<file path="config.mk">
export PLATFORM = sky130hd
export DESIGN_NAME = ets_ctrl
export DESIGN_NICKNAME = d
export VERILOG_FILES = /design/src/sv/exponential_trajectory_smoother_macros.svh /design/src/sv/ets_pkg.sv /design/src/sv/ets_ctrl.sv
export SDC_FILE = /design/constraint.sdc
export NUM_CORES = 1
export LEC_CHECK = 0
export BUFFER_PORTS_ARGS = -buffer_cell sky130_fd_sc_hd__buf_4
export CAP_MARGIN = 20
export CORE_UTILIZATION = 44
export CTS_BUF_LIST = sky130_fd_sc_hd__clkbuf_16
export DETAILED_ROUTE_END_ITERATION = 8
export GPL_TIMING_DRIVEN = 0
export PLACE_DENSITY = 0.83
export SLEW_MARGIN = 10
export SYNTH_ARGS = -nofsm -noshare
export SYNTH_HDL_FRONTEND = slang
export SYNTH_SLANG_ARGS = --single-unit
</file>
<file path="constraint.sdc">
create_clock -name clk_i -period 1.9 [get_ports clk_i]
set_input_delay 0.285 -clock clk_i [delete_from_list [all_inputs] [get_ports clk_i]]
set_output_delay 0.285 -clock clk_i [all_outputs]
set_load 0.02 [all_outputs]
</file>
<file path="src/sv/exponential_trajectory_smoother_macros.svh">
// ----------------------------------------------------------------------------
// Exponential trajectory smoother assertion macros
// Clocked assertion helpers shared by the smoother RTL.
// ----------------------------------------------------------------------------
`ifndef EXPONENTIAL_TRAJECTORY_SMOOTHER_MACROS_SVH
`define EXPONENTIAL_TRAJECTORY_SMOOTHER_MACROS_SVH

`ifndef SYNTH
`define ETS_ASSERT(label, prop) \
  label: assert property (@(posedge clk_i) disable iff (!rst_ni) prop) \
    else $error("smoother assertion failed");
`define ETS_NEVER(label, expr) \
  `ETS_ASSERT(label, !(expr))
`else
`define ETS_ASSERT(label, prop)
`define ETS_NEVER(label, expr)
`endif

`endif

</file>
<file path="src/sv/ets_pkg.sv">
// ----------------------------------------------------------------------------
// ets_pkg
// Shared constants, register indexes, op codes and command type.
// ----------------------------------------------------------------------------
package ets_pkg;

  localparam int LINE_DEPTH_DEF  = 1024;
  localparam int SAMPLE_BITS_DEF = 32;

  localparam int CW        = 32;
  localparam int COEF_FRAC = 28;
  localparam int CFG_IDX_W = 3;
  localparam int DLY_W     = 10;
  localparam logic [DLY_W-1:0] DLY_RESET = 10'd100;

  localparam logic [CFG_IDX_W-1:0] REG_DELAY = 3'd0;
  localparam logic [CFG_IDX_W-1:0] REG_E     = 3'd1;
  localparam logic [CFG_IDX_W-1:0] REG_F     = 3'd2;
  localparam logic [CFG_IDX_W-1:0] REG_C     = 3'd3;
  localparam logic [CFG_IDX_W-1:0] REG_GA    = 3'd4;
  localparam logic [CFG_IDX_W-1:0] REG_GB    = 3'd5;
  localparam logic [CFG_IDX_W-1:0] REG_GH    = 3'd6;
  localparam logic [CFG_IDX_W-1:0] REG_I     = 3'd7;

  // op code equals the sequencer step that issues it
  localparam logic [3:0] OP_P0 = 4'd0;
  localparam logic [3:0] OP_P1 = 4'd1;
  localparam logic [3:0] OP_P2 = 4'd2;
  localparam logic [3:0] OP_EP = 4'd3;
  localparam logic [3:0] OP_FP = 4'd4;
  localparam logic [3:0] OP_GA = 4'd5;
  localparam logic [3:0] OP_GB = 4'd6;
  localparam logic [3:0] OP_IQ = 4'd7;
  localparam logic [3:0] OP_EA = 4'd8;
  localparam logic [3:0] OP_FA = 4'd9;
  localparam logic [3:0] OP_GH = 4'd10;

  typedef struct packed {
    logic       load;
    logic       wr;
    logic       rd;
    logic [2:0] sel;
    logic       op;
    logic [3:0] opc;
    logic [1:0] ax;
    logic       fin;
    logic       pub;
  } cmd_t;

endpackage

</file>
<file path="src/sv/ets_ctrl.sv">
// ----------------------------------------------------------------------------
// ets_ctrl
// Sequencer: sample write, six tap reads, eleven ops plus finish per axis.
// ----------------------------------------------------------------------------
module ets_ctrl (
  input  logic          clk_i,
  input  logic          rst_ni,
  input  logic          in_valid_i,
  output logic          in_ready_o,
  output logic          out_valid_o,
  input  logic          out_ready_i,
  output ets_pkg::cmd_t cmd_o
);
  import ets_pkg::*;

  localparam logic [2:0] ST_IDLE  = 3'd0;
  localparam logic [2:0] ST_WRITE = 3'd1;
  localparam logic [2:0] ST_READ  = 3'd2;
  localparam logic [2:0] ST_CALC  = 3'd3;
  localparam logic [2:0] ST_PUB   = 3'd4;

  localparam logic [3:0] RD_LAST  = 4'd6;
  localparam logic [3:0] OP_LAST  = 4'd10;
  localparam logic [3:0] STEP_FIN = 4'd12;
  localparam logic [1:0] AX_LAST  = 2'd2;

  logic [2:0] state_q, state_d;
  logic [3:0] cnt_q, cnt_d;
  logic [1:0] ax_q, ax_d;
  logic       ov_q, ov_d;

  always_comb begin
    state_d    = state_q;
    cnt_d      = cnt_q;
    ax_d       = ax_q;
    ov_d       = ov_q && !out_ready_i;
    in_ready_o = 1'b0;
    cmd_o      = '0;
    cmd_o.ax   = ax_q;
    case (state_q)
      ST_IDLE: begin
        in_ready_o = 1'b1;
        if (in_valid_i) begin
          cmd_o.load = 1'b1;
          state_d    = ST_WRITE;
        end
      end
      ST_WRITE: begin
        cmd_o.wr = 1'b1;
        cnt_d    = '0;
        state_d  = ST_READ;
      end
      ST_READ: begin
        if (cnt_q == RD_LAST) begin
          cnt_d   = '0;
          ax_d    = '0;
          state_d = ST_CALC;
        end else begin
          cmd_o.rd  = 1'b1;
          cmd_o.sel = cnt_q[2:0];
          cnt_d     = cnt_q + 4'd1;
        end
      end
      ST_CALC: begin
        cmd_o.op  = (cnt_q <= OP_LAST);
        cmd_o.opc = cnt_q;
        if (cnt_q == STEP_FIN) begin
          cmd_o.fin = 1'b1;
          cnt_d     = '0;
          if (ax_q == AX_LAST) begin
            state_d = ST_PUB;
          end else begin
            ax_d = ax_q + 2'd1;
          end
        end else begin
          cnt_d = cnt_q + 4'd1;
        end
      end
      ST_PUB: begin
        if (!ov_q || out_ready_i) begin
          cmd_o.pub = 1'b1;
          ov_d      = 1'b1;
          state_d   = ST_IDLE;
        end
      end
      default: begin
        state_d = ST_IDLE;
      end
    endcase
  end

  always_ff @(posedge clk_i or negedge rst_ni) begin
    if (!rst_ni) begin
      state_q <= ST_IDLE;
      cnt_q   <= '0;
      ax_q    <= '0;
      ov_q    <= 1'b0;
    end else begin
      state_q <= state_d;
      cnt_q   <= cnt_d;
      ax_q    <= ax_d;
      ov_q    <= ov_d;
    end
  end

  assign out_valid_o = ov_q;

endmodule

</file>
==> summary.md <==
| Metric | Value |
|---|---|
| Run status | `finished, final reports clean` |
| Ys Warns | `0` |
| Synth top cells by count | `nor2_1, dfrtp_1, nand2_1, ha_1, inv_1` |
| Multi-input gate area | `405.4 um^2` |
| Setup WS pre-CTS | `-0.05251 ns` |
| Clock Skew | `0.002645 ns` |
| Max-slew headroom | `0.7386` |
| CTS Sinks | `10` |
| # H-tree levels | `1` |
| Vias in the first global route | `599` |
| CP Class | `register to register` |
| Final setup margin | `0.01957 ns` |
| EDFF count, synth | `0` |
| Critical Path AT | `2.00 ns` |
| Routed WL | `1.881 mm` |
| Final Setup Violations | `0` |
| Final Hold Vio Count | `0` |
| CP required | `2.02 ns` |
| Top FF cell, synth | `dfrtp_1` |
| Worst Hold Class | `input port to register` |
| Total CTS buffers | `3` |
| Max FO, Critical Path | `4` |
| First-pass GRT wire length | `2.704 mm` |
| VDD IR-drop max | `1003 uV` |
| Leakage | `0.5281 nW` |
| Crit end category | `register` |
| Post-Syn Instances | `77` |
| Synth Cell Area | `710.7 um^2` |
| Skew-Pair Late Insertion Delay | `0.24 ns` |
| DR iter-0 viols | `33` |
| Share of post-route cells with drive strength above 1 | `0.4414` |
| WL/cell | `14.81 um` |
| Top cell type by total area after synthesis | `dfrtp_1` |
| Mean Syn Cell Area | `9.230 um^2` |
| Synth top area share | `0.3521` |
| Initial antenna violation count | `0` |
| Initial Utilization | `0.4718` |
| Slew at the pin closest to its max-slew limit | `0.3921 ns` |
| Syn-to-layout area delta | `46.30%` |
| Worst-path clk slew | `0.04 ns` |
| CORE AREA | `1506 um^2` |
| Vias per cell | `5.559` |
| DR pass1 iterations | `4` |
| Die extent in y | `42.19 um` |
| TNS Setup | `0 ns` |
| Final GP Congestion | `0.7688` |
| Site Rows | `14` |
| GR Util All Layers | `0.2135` |
| Gr ovfl total | `0` |
| Number of buffers added on ports | `20` |
| Die W | `42.19 um` |
| Netlist cell types | `34` |
| Syn nets | `85` |
| Clock buffer depth | `2` |
| CTS Root Cell | `clkbuf_16` |
| Max Fclk | `531.8 MHz` |
| Final worst path period need | `1.880 ns` |
| Register area | `252.7 um^2` |
| Die area | `1780 um^2` |
| R2r setup slk | `0.02 ns` |
| FF+latch count, synth | `10` |
| MaxCap Viol Count | `0` |
| Crit start category | `register` |
| Slew Limit Fails | `0` |
| Total vias in the final route | `706` |
| Number of fill cells | `116` |
| Async set-reset flop share out of synthesis | `1.000` |
| Fin crit share | `0.9897` |
| Count leader, synth | `nor2_1` |
| Detailed placement HPWL | `1.123 mm` |
| Diode count | `0` |
| Largest net degree at the start of global routing | `11` |
| Antenna-violating nets left | `0` |
| Top cells by area, synth | `dfrtp_1, ha_1, nor2_1` |
| Post-synthesis sequential area ratio | `0.3521` |
| # IOs | `21` |
| Pwr Density | `1882 nW/um^2` |
| DRC viols | `0` |
| CTS tree | `built` |
| Layout Nets | `120` |
worst max-delay path, cell delays in order, from the launching register on:
cell and delay (ns):
dfrtp_2 0.40, inv_2 0.08, ha_1 0.16, nand3_2 0.09
a211o_1 0.30, or3b_4 0.42, mux2_4 0.31
flip-flops by register name, indices dropped and copies added (netlist names):
register and flops:
state_q 3, ax_q 2, cnt_q 4, out_valid_o 1
routing by layer:
metal / share of wire / GRT usage
met5: 0 / 0
met4: 0.028 / 0.1750
met3: 0.069 / 0.06897
met2: 0.48 / 0.3046
met1: 0.42 / 0.2590
cells by family after synthesis:
group | share of synthesized area
AND/OR/NAND/NOR | 0.3099
AO/OA/AOI/OAI | 0.1109
flip-flops | 0.3521
buffers and inverters | 0.07745
multiplexers | 0.06689
adder cells (fa/ha/maj) | 0.07043
XOR/XNOR | 0.01233
power breakdown:
part	switching (mW)	internal (mW)	leakage [nW]	total, mW
Combinational	0.635	0.583	0.363	1.22
Clock	0.105	0.276	0.0385	0.381
Sequential	0.0613	0.296	0.127	0.358
what timing repair did:
action / 4_1_cts / 5_1_grt
endpoints found under the setup margin: 1 / 1
endpoints found under the hold margin: 10 / 0
buffers inserted: 2 / 7
pin swaps: 0 / 3
resized for setup: 3 / 1
hold buffers: 1 / 0
stage by stage:
step / power (mW) / cells / util / hold WS (ns) / cell area (um^2)
finish: 1.957 / 127 / 0.6902 / 0.3634 / 1040
global route: 2.067 / 127 / 0.6902 / 0.3945 / 1040
CTS: 1.847 / 120 / 0.6553 / 0.3660 / 987.2
detailed placement: 1.410 / 113 / 0.5847 / 0.1229 / 880.8
global placement: 1.383 / 113 / 0.5847 / 0.1208 / 880.8
floorplan: 1.118 / 77 / - / -0.01059 / 710.7
cell usage in the layout (no fill, tap or decap), types with 2 or more instances in the layout:
cell type,synthesis,routed
dfrtp_1,10,8
nand3b_1,3,3
nand2_1,5,5
nand2b_1,2,2
inv_2,0,2
and2_1,2,2
dfrtp_2,0,2
nand3_1,2,2
a21oi_1,3,3
ha_1,4,4
a31oi_1,3,3
buf_6,2,2
and3_1,2,2
o21ai_0,2,2
inv_1,4,2
buf_4,0,29
nor2_1,11,11
and2_2,2,2
clkbuf_16,0,3
mux2_2,2,2
final timing paths:
check	startpoint	endpoint	cells after the start
max reg2reg	cnt_q[1]	ax_q[1]	6
min in group asynchronous	rst_ni	cnt_q[3]	2
max	cnt_q[1]	ax_q[1]	6
min reg2reg	ax_q[1]	ax_q[1]	1
min	out_ready_i	out_valid_o	3
max in group asynchronous	rst_ni	cnt_q[0]	2
final cells by class:
class | count | area share
buffer | 4 | 0.03851
clock buffer | 3 | 0.07220
clock inverter | 1 | 0.003610
inverter | 4 | 0.01444
multi-input combinational | 59 | 0.3899
sequential | 10 | 0.2431
tap | 16 | 0.01925
timing repair buffer | 30 | 0.2190
No activity file was read; power rests on OpenSTA's default activity.
